### src/hdl/cts_pkg.sv
// ----------------------------------------------------------------------------
// cts_pkg
// Types, calendar tables and small arithmetic helpers for the calendar to
// seconds converter.
// ----------------------------------------------------------------------------
package cts_pkg;

  localparam logic [16:0] SecPerDay   = 17'd86400;
  localparam logic [9:0]  EpochOffset = 10'd70;     // 1970 - 1900
  localparam logic [7:0]  CentSkip    = 8'd131;     // 2101 - 1970; 2100 not leap

  typedef struct packed {
    logic signed [5:0] q;
    logic [5:0]        r;
  } div60_t;

  typedef struct packed {
    logic signed [6:0] q;
    logic [4:0]        r;
  } div24_t;

  typedef struct packed {
    logic signed [4:0] q;
    logic [3:0]        r;
  } div12_t;

  typedef struct packed {
    logic signed [9:0]  y;
    logic signed [10:0] d;
  } yd_t;

  // Floor division by 60 for values in -521..519, by reciprocal multiplication.
  function automatic div60_t div60(input logic signed [10:0] x);
    logic [10:0] u;
    logic [21:0] p;
    logic [4:0]  q0;
    logic [10:0] rem;
    div60_t      res;
    u       = x + 11'd540;
    p       = 22'(u) * 22'd1093;
    q0      = p[20:16];
    rem     = u - 11'(q0) * 11'd60;
    res.r   = rem[5:0];
    res.q   = $signed({1'b0, q0}) - 6'sd9;
    return res;
  endfunction

  // Floor division by 24 for values in -528..1000.
  function automatic div24_t div24(input logic signed [10:0] x);
    logic [10:0] u;
    logic [22:0] p;
    logic [5:0]  q0;
    logic [10:0] rem;
    div24_t      res;
    u       = x + 11'd528;
    p       = 23'(u) * 23'd2731;
    q0      = p[21:16];
    rem     = u - 11'(q0) * 11'd24;
    res.r   = rem[4:0];
    res.q   = $signed({1'b0, q0}) - 7'sd22;
    return res;
  endfunction

  // Floor division by 12 for values in -64..63.
  function automatic div12_t div12(input logic signed [6:0] x);
    logic [7:0]  u;
    logic [20:0] p;
    logic [3:0]  q0;
    logic [7:0]  rem;
    div12_t      res;
    u       = 8'(x) + 8'd72;
    p       = 21'(u) * 21'd5462;
    q0      = p[19:16];
    rem     = u - 8'(q0) * 8'd12;
    res.r   = rem[3:0];
    res.q   = $signed({1'b0, q0}) - 5'sd6;
    return res;
  endfunction

  // Leap rule for years 1892..2162 given as an offset from 1900.
  function automatic logic is_leap(input logic signed [9:0] y);
    return (y[1:0] == 2'b00) && (y != 10'sd0) && (y != 10'sd200);
  endfunction

  function automatic logic [8:0] year_len(input logic leap);
    return leap ? 9'd366 : 9'd365;
  endfunction

  // Days in the year before the first day of the given month.
  function automatic logic [8:0] cum_days(input logic [3:0] mon, input logic leap);
    logic [8:0] c;
    case (mon)
      4'd0:    c = 9'd0;
      4'd1:    c = 9'd31;
      4'd2:    c = 9'd59;
      4'd3:    c = 9'd90;
      4'd4:    c = 9'd120;
      4'd5:    c = 9'd151;
      4'd6:    c = 9'd181;
      4'd7:    c = 9'd212;
      4'd8:    c = 9'd243;
      4'd9:    c = 9'd273;
      4'd10:   c = 9'd304;
      default: c = 9'd334;
    endcase
    if (leap && (mon >= 4'd2)) begin
      c = c + 9'd1;
    end
    return c;
  endfunction

  // Moves a day offset by one year toward the range of its year.
  function automatic yd_t year_step(input yd_t a);
    yd_t               b;
    logic signed [9:0] yp;
    logic signed [10:0] len_cur;
    logic signed [10:0] len_prev;
    b        = a;
    yp       = a.y - 10'sd1;
    len_cur  = $signed({2'b00, year_len(is_leap(a.y))});
    len_prev = $signed({2'b00, year_len(is_leap(yp))});
    if (a.d < 11'sd0) begin
      b.y = yp;
      b.d = a.d + len_prev;
    end else if (a.d >= len_cur) begin
      b.y = a.y + 10'sd1;
      b.d = a.d - len_cur;
    end
    return b;
  endfunction

endpackage

### src/hdl/calendar_to_unix_seconds.sv
// ----------------------------------------------------------------------------
// calendar_to_unix_seconds
// Normalizes a broken-down date and time and converts it to seconds since
// 1970-01-01 00:00:00.
// ----------------------------------------------------------------------------
// Usage:
// The input channel (in_valid, in_stall) carries one broken-down time per
// item; each field may be out of range or negative. The result channel
// (out_valid, out_stall) returns one item per input item, in order: the
// normalized fields, day of year, weekday, the 32-bit epoch count and the
// invalid flag. An item is accepted at a rising edge where valid is high and
// stall is low.
// The item passes seven register stages (carries, day offset, year fix-up,
// month lookup, day-to-second multiply, final add and overflow check), and
// the first of them is loaded at the accepting edge itself. One item can
// enter in every cycle while the receiver does not stall, so the sustained
// rate is then one item per cycle.
// When the receiver stalls a waiting result, the whole pipeline holds and
// in_stall rises; nothing is lost or repeated. A synchronous reset (rst_n
// low) empties the pipeline; the block takes items on the next cycle.
// Years before 1970 and counts beyond 32 bits give invalid set and an
// all-ones count; before 1970 the day of year and weekday read as zero.
// ----------------------------------------------------------------------------
module calendar_to_unix_seconds
  import cts_pkg::*;
(
  input  logic              clk,
  input  logic              rst_n,
  input  logic              in_valid,
  output logic              in_stall,
  input  logic signed [9:0] in_sec_in,
  input  logic signed [9:0] in_min_in,
  input  logic signed [9:0] in_hour_in,
  input  logic signed [9:0] in_mday_in,
  input  logic signed [6:0] in_mon_in,
  input  logic [7:0]        in_year_in,
  output logic              out_valid,
  input  logic              out_stall,
  output logic [31:0]       out_epoch_seconds,
  output logic              out_invalid,
  output logic [5:0]        out_sec_out,
  output logic [5:0]        out_min_out,
  output logic [4:0]        out_hour_out,
  output logic [4:0]        out_mday_out,
  output logic [3:0]        out_mon_out,
  output logic signed [9:0] out_year_out,
  output logic [8:0]        out_yday_out,
  output logic [2:0]        out_wday_out
);

  // The pipeline moves as a whole unless a finished result is held up.
  logic en;
  logic [6:0] v_r;
  logic [6:0] v_nxt;

  assign en       = !(v_r[6] && out_stall);
  assign in_stall = v_r[6] && out_stall;
  assign v_nxt    = {v_r[5:0], in_valid};

  // Stage 1: seconds carry into minutes, months carry into years.
  div60_t              ds;
  div12_t              dmo;
  logic [5:0]          s1_sec_r;
  logic signed [10:0]  s1_min_r;
  logic signed [9:0]   s1_hour_r;
  logic signed [9:0]   s1_mday_r;
  logic [3:0]          s1_mon_r;
  logic signed [9:0]   s1_year_r;

  assign ds  = div60(11'(in_sec_in));
  assign dmo = div12(in_mon_in);

  // Stage 2: minutes carry into hours.
  div60_t              dm;
  logic [5:0]          s2_sec_r;
  logic [5:0]          s2_min_r;
  logic signed [10:0]  s2_hour_r;
  logic signed [9:0]   s2_mday_r;
  logic [3:0]          s2_mon_r;
  logic signed [9:0]   s2_year_r;

  assign dm = div60(s1_min_r);

  // Stage 3: hours carry into days; day offset from the start of the year.
  div24_t              dh;
  logic signed [10:0]  day_nxt;
  logic signed [10:0]  doy_nxt;
  logic [5:0]          s3_sec_r;
  logic [5:0]          s3_min_r;
  logic [4:0]          s3_hour_r;
  logic signed [10:0]  s3_doy_r;
  logic signed [9:0]   s3_year_r;

  assign dh      = div24(s2_hour_r);
  assign day_nxt = 11'(dh.q) + 11'(s2_mday_r) - 11'sd1;
  assign doy_nxt = $signed({2'b00, cum_days(s2_mon_r, is_leap(s2_year_r))}) + day_nxt;

  // Stage 4: at most two year steps bring the offset into its year.
  yd_t                 yd0;
  yd_t                 yd1;
  yd_t                 yd2;
  logic [5:0]          s4_sec_r;
  logic [5:0]          s4_min_r;
  logic [4:0]          s4_hour_r;
  logic [8:0]          s4_yday_r;
  logic signed [9:0]   s4_year_r;

  assign yd0 = '{y: s3_year_r, d: s3_doy_r};
  assign yd1 = year_step(yd0);
  assign yd2 = year_step(yd1);

  // Stage 5: month and day of month from the day of year; day count.
  logic                leap4;
  logic [3:0]          mon_nxt;
  logic [4:0]          mday_nxt;
  logic [7:0]          k_nxt;
  logic [5:0]          leaps_nxt;
  logic [8:0]          k_inc;
  logic [16:0]         days_nxt;
  logic                early_nxt;
  logic [5:0]          s5_sec_r;
  logic [5:0]          s5_min_r;
  logic [4:0]          s5_hour_r;
  logic [4:0]          s5_mday_r;
  logic [3:0]          s5_mon_r;
  logic signed [9:0]   s5_year_r;
  logic [8:0]          s5_yday_r;
  logic [16:0]         s5_days_r;
  logic                s5_early_r;

  assign leap4 = is_leap(s4_year_r);

  always_comb begin
    mon_nxt = 4'd0;
    for (int m = 1; m < 12; m++) begin
      if (s4_yday_r >= cum_days(4'(m), leap4)) begin
        mon_nxt = mon_nxt + 4'd1;
      end
    end
  end

  assign mday_nxt  = 5'(s4_yday_r - cum_days(mon_nxt, leap4) + 9'd1);
  assign early_nxt = s4_year_r < $signed(EpochOffset);
  assign k_nxt     = 8'(s4_year_r - $signed(EpochOffset));
  // Leap years from 1970 up to the year before; 2100 is skipped.
  assign k_inc     = 9'(k_nxt) + 9'd1;
  assign leaps_nxt = 6'(k_inc >> 2) - {5'd0, (k_nxt >= CentSkip)};
  assign days_nxt  = 17'(k_nxt) * 17'd365 + 17'(leaps_nxt) + 17'(s4_yday_r);

  // Stage 6: day count to seconds, time of day, weekday.
  logic [16:0]         wx;
  logic [5:0]          ws1;
  logic [3:0]          ws2;
  logic [2:0]          wday_nxt;
  logic [33:0]         prod_nxt;
  logic [16:0]         hms_nxt;
  logic [5:0]          s6_sec_r;
  logic [5:0]          s6_min_r;
  logic [4:0]          s6_hour_r;
  logic [4:0]          s6_mday_r;
  logic [3:0]          s6_mon_r;
  logic signed [9:0]   s6_year_r;
  logic [8:0]          s6_yday_r;
  logic [2:0]          s6_wday_r;
  logic [33:0]         s6_prod_r;
  logic [16:0]         s6_hms_r;
  logic                s6_early_r;

  // 1970-01-01 was a Thursday. Modulo 7 by summing octal digits, since 8 is 1 mod 7.
  assign wx  = s5_days_r + 17'd4;
  assign ws1 = 6'(wx[2:0]) + 6'(wx[5:3]) + 6'(wx[8:6]) + 6'(wx[11:9])
             + 6'(wx[14:12]) + 6'(wx[16:15]);
  assign ws2 = 4'(ws1[5:3]) + 4'(ws1[2:0]);
  assign wday_nxt = (ws2 >= 4'd7) ? 3'(ws2 - 4'd7) : ws2[2:0];

  assign prod_nxt = 34'(s5_days_r) * 34'(SecPerDay);
  assign hms_nxt  = 17'(s5_hour_r) * 17'd3600 + 17'(s5_min_r) * 17'd60 + 17'(s5_sec_r);

  // Stage 7: final sum and overflow check into the output register.
  logic [34:0]         total_nxt;
  logic                ovf_nxt;
  logic [31:0]         epoch_r;
  logic                invalid_r;
  logic [5:0]          sec_r;
  logic [5:0]          min_r;
  logic [4:0]          hour_r;
  logic [4:0]          mday_r;
  logic [3:0]          mon_r;
  logic signed [9:0]   year_r;
  logic [8:0]          yday_r;
  logic [2:0]          wday_r;

  assign total_nxt = 35'(s6_prod_r) + 35'(s6_hms_r);
  assign ovf_nxt   = |total_nxt[34:32];

  always_ff @(posedge clk) begin
    if (!rst_n) begin
      v_r <= '0;
    end else if (en) begin
      v_r <= v_nxt;
    end
  end

  always_ff @(posedge clk) begin
    if (en) begin
      s1_sec_r   <= ds.r;
      s1_min_r   <= 11'(in_min_in) + 11'(ds.q);
      s1_hour_r  <= in_hour_in;
      s1_mday_r  <= in_mday_in;
      s1_mon_r   <= dmo.r;
      s1_year_r  <= $signed({2'b00, in_year_in}) + 10'(dmo.q);

      s2_sec_r   <= s1_sec_r;
      s2_min_r   <= dm.r;
      s2_hour_r  <= 11'(s1_hour_r) + 11'(dm.q);
      s2_mday_r  <= s1_mday_r;
      s2_mon_r   <= s1_mon_r;
      s2_year_r  <= s1_year_r;

      s3_sec_r   <= s2_sec_r;
      s3_min_r   <= s2_min_r;
      s3_hour_r  <= dh.r;
      s3_doy_r   <= doy_nxt;
      s3_year_r  <= s2_year_r;

      s4_sec_r   <= s3_sec_r;
      s4_min_r   <= s3_min_r;
      s4_hour_r  <= s3_hour_r;
      s4_yday_r  <= yd2.d[8:0];
      s4_year_r  <= yd2.y;

      s5_sec_r   <= s4_sec_r;
      s5_min_r   <= s4_min_r;
      s5_hour_r  <= s4_hour_r;
      s5_mday_r  <= mday_nxt;
      s5_mon_r   <= mon_nxt;
      s5_year_r  <= s4_year_r;
      s5_yday_r  <= s4_yday_r;
      s5_days_r  <= days_nxt;
      s5_early_r <= early_nxt;

      s6_sec_r   <= s5_sec_r;
      s6_min_r   <= s5_min_r;
      s6_hour_r  <= s5_hour_r;
      s6_mday_r  <= s5_mday_r;
      s6_mon_r   <= s5_mon_r;
      s6_year_r  <= s5_year_r;
      s6_yday_r  <= s5_early_r ? 9'd0 : s5_yday_r;
      s6_wday_r  <= s5_early_r ? 3'd0 : wday_nxt;
      s6_prod_r  <= prod_nxt;
      s6_hms_r   <= hms_nxt;
      s6_early_r <= s5_early_r;

      epoch_r    <= (s6_early_r || ovf_nxt) ? 32'hFFFF_FFFF : total_nxt[31:0];
      invalid_r  <= s6_early_r || ovf_nxt;
      sec_r      <= s6_sec_r;
      min_r      <= s6_min_r;
      hour_r     <= s6_hour_r;
      mday_r     <= s6_mday_r;
      mon_r      <= s6_mon_r;
      year_r     <= s6_year_r;
      yday_r     <= s6_yday_r;
      wday_r     <= s6_wday_r;
    end
  end

  assign out_valid         = v_r[6];
  assign out_epoch_seconds = epoch_r;
  assign out_invalid       = invalid_r;
  assign out_sec_out       = sec_r;
  assign out_min_out       = min_r;
  assign out_hour_out      = hour_r;
  assign out_mday_out      = mday_r;
  assign out_mon_out       = mon_r;
  assign out_year_out      = year_r;
  assign out_yday_out      = yday_r;
  assign out_wday_out      = wday_r;

  // A delivered time of day is always in range.
  a_hms_range: assert property (@(posedge clk) disable iff (!rst_n)
    out_valid |-> (out_sec_out < 6'd60 && out_min_out < 6'd60 && out_hour_out < 5'd24))
    else $error("time of day out of range");

  // A delivered date is always in range.
  a_date_range: assert property (@(posedge clk) disable iff (!rst_n)
    out_valid |-> (out_mon_out < 4'd12 && out_mday_out != 5'd0 && out_wday_out < 3'd7))
    else $error("date out of range");

  // A flagged result carries the all-ones count.
  a_invalid_ones: assert property (@(posedge clk) disable iff (!rst_n)
    (out_valid && out_invalid) |-> (out_epoch_seconds == 32'hFFFF_FFFF))
    else $error("invalid result without all-ones count");

endmodule

### config.mk
export PLATFORM = sky130hd
export DESIGN_NAME = calendar_to_unix_seconds
export DESIGN_NICKNAME = d
export VERILOG_FILES = /design/src/hdl/cts_pkg.sv /design/src/hdl/calendar_to_unix_seconds.sv
export SDC_FILE = /design/constraint.sdc
export NUM_CORES = 2
export LEC_CHECK = 0
export BUFFER_PORTS_ARGS = -buffer_cell sky130_fd_sc_hd__buf_4
export CAP_MARGIN = 20
export CORE_UTILIZATION = 45
export CTS_CLUSTER_DIAMETER = 30
export CTS_CLUSTER_SIZE = 30
export DETAILED_ROUTE_END_ITERATION = 8
export PLACE_DENSITY = 0.7
export SLEW_MARGIN = 30
export SYNTH_ARGS = -nofsm -noshare
export SYNTH_HDL_FRONTEND = slang
export SYNTH_SLANG_ARGS = --single-unit
### constraint.sdc
create_clock -name clk -period 34.3 [get_ports clk]
set_clock_uncertainty 0.1 [all_clocks]
set_input_delay 6.86 -clock clk [delete_from_list [all_inputs] [get_ports clk]]
set_output_delay 6.86 -clock clk [all_outputs]
set_load 0.05 [all_outputs]
After elaboration in Yosys (flattened, before gate mapping) --
Memories as Yosys holds them, arrays and structs flattened. A register that Yosys moved wholly into a read port is not among the register bits. Index checks and enable logic that the tools add are counted.
Word-level totals: flip-flop bits (word level) 416, input bits 59, memories 2, memory bits (read-only) 288, logic and storage cells 211, output and inout port bits 83
Memory list:
- (name not given) | depth 16, bits a word 9, rd ports 1, clocked after Yosys merged registers in 1, write ports 0, line cts_pkg.sv:92 | case (mon)
- (name not given) | depth 16, bits a word 9, rd ports 1, clocked after Yosys merged registers in 0, write ports 0, line cts_pkg.sv:92
Operators by class: reduce and logical (&&, ||, !) cells 29, order comparisons 20, $mul 12, multiplexer cells 33, eq/ne operators 6, add/subtract/negate cells 56
Operators with widths (number):
- $mux W21 | 4
- $ne A10 B9 Y1 const B | 6
- $reduce_bool A10 Y1 | 6
- $mux W4 | 12
- $mul A11 B11 Y21 const B | 2
- $add A4 B1 Y4 const B | 10
- $ge A9 B8 Y1 | 4
- $add A34 B17 Y35 | 1
- $add A17 B6 Y17 | 2
- $add A11 B10 Y11 const B | 3
- $ge A9 B9 Y1 | 3
- $mul A17 B10 Y27 const B | 1
- $add A10 B6 Y11 | 2
- $add A11 B10 Y11 | 2
- $ge A11 B10 Y1 | 2
- $lt A11 B1 Y1 const B | 2
- $mul A11 B12 Y22 const B | 1
- $sub A11 B10 Y11 | 2
- $add A10 B2 Y10 const B | 2
- $sub A10 B2 Y10 const B | 2
- $mul A8 B12 Y19 const B | 1
- $ge A9 B7 Y1 | 2
- $add A17 B12 Y17 | 1
- $add A17 B3 Y17 const B | 1
- 44 further kinds | 82

Logic depth before layout (Yosys ltp) --
word-level depth 29, gate-level depth with buffers 47, mapped depth without buffers 46

Worst setup path after synthesis --
No wires, ideal clock.
path type input -> register, start point input port out_stall, end point register (tool-made name), buffers on the path 1, arrival 21.500 ns, cell stages on the path 7, path slack 12.630 ns, data required time 34.129 ns, cells stage by stage nand2_1 > buf_1 > mux2i_1 > ha_1 > nand2_1 > o21ai_0 > a21oi_1
RTL lines:
- from (decl) | line calendar_to_unix_seconds.sv:38 | input logic out_stall,

Worst setup path after layout --
start point input port out_stall, end point output port in_stall
On the way: cells in the longest elaborated chain, start to end 1
RTL lines:
- $logic_and A1 B1 Y1 | line calendar_to_unix_seconds.sv:57 | assign in_stall = v_r[6] && out_stall;
- to (decl) | line calendar_to_unix_seconds.sv:30 | output logic in_stall,
Every way passes these cells.

==> metrics.log <==
[metrics] status: finished clean
[metrics] stage delay of the slowest cell on the critical path: 0.52 ns
[metrics] post-CTS setup buffer count: 0
[metrics] routed len/inst: 13.9 um
[metrics] worst min path class: flop to flop
[metrics] hold violation count in the final report: 0
[metrics] Worst Reg-to-Reg Cells: 46
[metrics] vias in the first global route: roughly 21,000
[metrics] setup repair after global routing missed its margin: false
[metrics] Slowest-stage cell, CP: sky130_fd_sc_hd__nand2_4
[metrics] post-cts hold buffer count: 0
[metrics] die width: 276 um
[metrics] Synth async-reset ratio: 0%
[metrics] total DRC errors in the routed layout: 0
[metrics] growth of design area from synthesis to finish: 15.2%
[metrics] number of synthesized flops with an enable pin: a little over 400
[metrics] top cell family by delay on the critical path: buffers and inverters
[metrics] Setup Crit Path Kind: input port to output port
[metrics] initial antenna violation count: 1
[metrics] largest driver fanout on the critical path: 58
[metrics] detailed-route wire length: ~59,000 um
[metrics] reg2reg end: s5_mday_r[4]
[metrics] number of port buffers: 141
[metrics] count of synthesis-stage warnings from yosys: 0
[metrics] leading post-synthesis cells by instance count: sky130_fd_sc_hd__ha_1, sky130_fd_sc_hd__inv_1, sky130_fd_sc_hd__edfxtp_1
[metrics] leading cell types by total area after synthesis: sky130_fd_sc_hd__edfxtp_1, sky130_fd_sc_hd__ha_1, sky130_fd_sc_hd__fa_1
[metrics] final period demand of the worst path: 15.23 ns
[metrics] type of origin of the critical path: input port
[metrics] number of clock sinks seen by CTS: 423
[metrics] antenna viol nets, final: 0
[metrics] Hold Crit Endpoint: s4_min_r[5]
[metrics] maximum clock insertion buffer count: 3
[metrics] share of post-route cells with drive strength above 1: 10.2%
[metrics] TritonCTS clock tree: done
[metrics] Max Slew Vio Count: 0
[metrics] total routing resource utilization after global routing: 15.8%
[metrics] Setup TNS: 0 ns
[metrics] Setup Viol. Count Final: 0
[metrics] startpoint of the worst hold path: s3_min_r[5]
[metrics] worst endpoint required time: 27.34 ns
[metrics] Clock Pin Slew Worst Setup and Hold Paths: ~0.05 ns
[metrics] register bit total from synthesis: approximately 420
[metrics] routed via count: 21,300
[metrics] fraction of post-synthesis cell area in the top cell type by area: 36.2%
[metrics] row cnt: 100
[metrics] worst slew pin tran: 0.932 ns
[metrics] post-synthesis sequential area ratio: 37.2%
[metrics] Crit Reg-Reg Startpoint: s4_year_r[1]
[metrics] R2R Setup Slk: 23.10 ns
[metrics] mean cell area of the mapped netlist: 11.3 sq um
[metrics] drt first-iter violations: 926
[metrics] most common cell in the netlist: sky130_fd_sc_hd__ha_1
[metrics] fraction of the cycle the final worst path needs: 44.4%
[metrics] sum of buffers and inverters on the critical path: 3
[metrics] Most common cell on crit path: sky130_fd_sc_hd__buf_4
[metrics] critical path cell sequence: buf_4 -> nand2_4 -> clkinv_1 -> buf_4
[metrics] endpoint type of the worst setup path: output port
[metrics] number of detailed-route iterations in the first pass: 5
[metrics] fin nets: 3,988
[metrics] CTS H-tree lvls: 3
[metrics] worst rel slew slack: around 38%
[metrics] max-capacitance violation count: 0
[metrics] maximum number of pins on one net before global-route repair: 82
[metrics] Num CTS Buffers: 84
[metrics] critical path arrival: a little over 8 ns
[metrics] Initial Util: a little under half
[metrics] primary flip-flop cell chosen by synthesis mapping: sky130_fd_sc_hd__edfxtp_1
[metrics] syn nets: between 3,000 and 4,000
[metrics] number of cells upsized or downsized after cts: 0
[metrics] instance count of the mapped netlist: 2,989
[metrics] last weighted congestion value of the routability-driven placer: 0.858
[metrics] Root Buffer Master: sky130_fd_sc_hd__clkbuf_16
[metrics] hold path cells: 0
[metrics] combined area of all synthesized cells: 0.0337 sq mm
[metrics] die footprint: between 0.07 and 0.08 sq mm
[metrics] area leader, netlist: sky130_fd_sc_hd__edfxtp_1
[metrics] later-pin clock latency in the skew report: between 0.6 and 0.7 ns
[metrics] DIE HEIGHT: 276 um
[metrics] Vias/cell: a little over 5
[metrics] number of different library cells in the post-synthesis netlist: 95
[metrics] global-route wire length before repair: 98,100 um
[metrics] core footprint: 0.0743 sq mm
[metrics] achievable frequency: 65.7 MHz
[metrics] hpwl dp: approximately 46,000 um
[metrics] I/O Pins: 142
[metrics] global-route congestion overflow total: 0
## metal layers
| metal | global-route usage (%) | vias up | share of wire [%] |
|---|---|---|---|
| met4 | 5.77 | 0 | 2.4 |
| met2 | 28.0 | 261 | 50 |
| li1 | - | 10900 | - |
| met5 | 0 | - | 0 |
| met3 | 2.39 | 92 | 2.7 |
| met1 | 19.3 | 10100 | 45 |
## stage by stage
step | worst slack [ns] | cells | utilization (%) | area [sq um] | hold WS (ns)
after CTS | 19.03 | 4229 | 52.3 | 38900 | 0.289
after global placement | 19.08 | 4074 | 48.4 | 35900 | 0.300
after detailed placement | 19.03 | 4074 | 48.4 | 35900 | 0.305
after floorplan | 12.63 | 2989 | - | 33700 | 0.300
final | 19.07 | 4230 | 52.3 | 38900 | 0.289
after global routing | 18.94 | 4230 | 52.3 | 38900 | 0.299
## flip-flops by register name (all words and copies together) (netlist names), 11 cells and up, named ones only
register           flops
out_epoch_seconds     32
s1_min_r              11
s2_hour_r             11
s3_doy_r              11
s5_days_r             17
s6_hms_r              15
s6_prod_r             27
## layout by cell type (no fill, tap or decap), types with 16 or more instances in the layout
cell / netlist / routed
sky130_fd_sc_hd__fa_1: 169 / 169
sky130_fd_sc_hd__nor2_1: 110 / 110
sky130_fd_sc_hd__xnor2_1: 205 / 205
sky130_fd_sc_hd__nand2_1: 140 / 139
sky130_fd_sc_hd__a31oi_1: 18 / 17
sky130_fd_sc_hd__mux2i_1: 21 / 21
sky130_fd_sc_hd__nand4_1: 22 / 22
sky130_fd_sc_hd__buf_4: 2 / 147
sky130_fd_sc_hd__xor2_1: 83 / 83
sky130_fd_sc_hd__nor3_1: 43 / 42
sky130_fd_sc_hd__a21o_1: 52 / 52
sky130_fd_sc_hd__clkinv_2: 0 / 16
sky130_fd_sc_hd__a21oi_1: 137 / 137
sky130_fd_sc_hd__edfxtp_1: 407 / 407
sky130_fd_sc_hd__o21bai_1: 49 / 49
sky130_fd_sc_hd__nand2b_1: 25 / 25
sky130_fd_sc_hd__o21ai_0: 68 / 68
sky130_fd_sc_hd__nor2b_1: 34 / 34
sky130_fd_sc_hd__and3_1: 21 / 21
sky130_fd_sc_hd__nand3_1: 38 / 38
sky130_fd_sc_hd__ha_1: 569 / 569
sky130_fd_sc_hd__dfxtp_1: 16 / 16
sky130_fd_sc_hd__clkbuf_16: 0 / 84
sky130_fd_sc_hd__inv_1: 482 / 482
## logic make-up after synthesis
family | after synthesis | share of synthesized area, %
buffers and inverters | 517 | 5.79
flip-flops | 423 | 37.2
multiplexers | 27 | 0.845
AND/OR/NAND/NOR | 522 | 7.86
adder cells (fa/ha/maj) | 739 | 31.2
AO/OA/AOI/OAI | 465 | 9.18
XOR/XNOR | 296 | 7.99
## cell type report
type                            instances  area (sq um)
Multi-Input combinational cell       2049         19300
Clock buffer                           88          2120
Tap cell                              969          1210
Fill cell                            6464         35400
Sequential cell                       423         12500
Inverter                              484          1820
Antenna cell                            1          2.50
Timing Repair Buffer                  149          1130
Clock inverter                         67           791
## worst max path at each step
| stage | slack [ns] | start | cells after the start | end |
|---|---|---|---|---|
| CTS | 19.03 | out_stall | 4 | in_stall |
| detailed placement | 19.03 | out_stall | 4 | in_stall |
| finish | 19.07 | out_stall | 4 | in_stall |
| floorplan | 12.63 | out_stall | 7 | flop |
| global placement | 19.08 | out_stall | 4 | in_stall |
| global route | 18.94 | out_stall | 4 | in_stall |
Power is left out: the tool's default activity adds up to more than one toggle a clock period on the data nets, which glitch-free logic cannot reach.
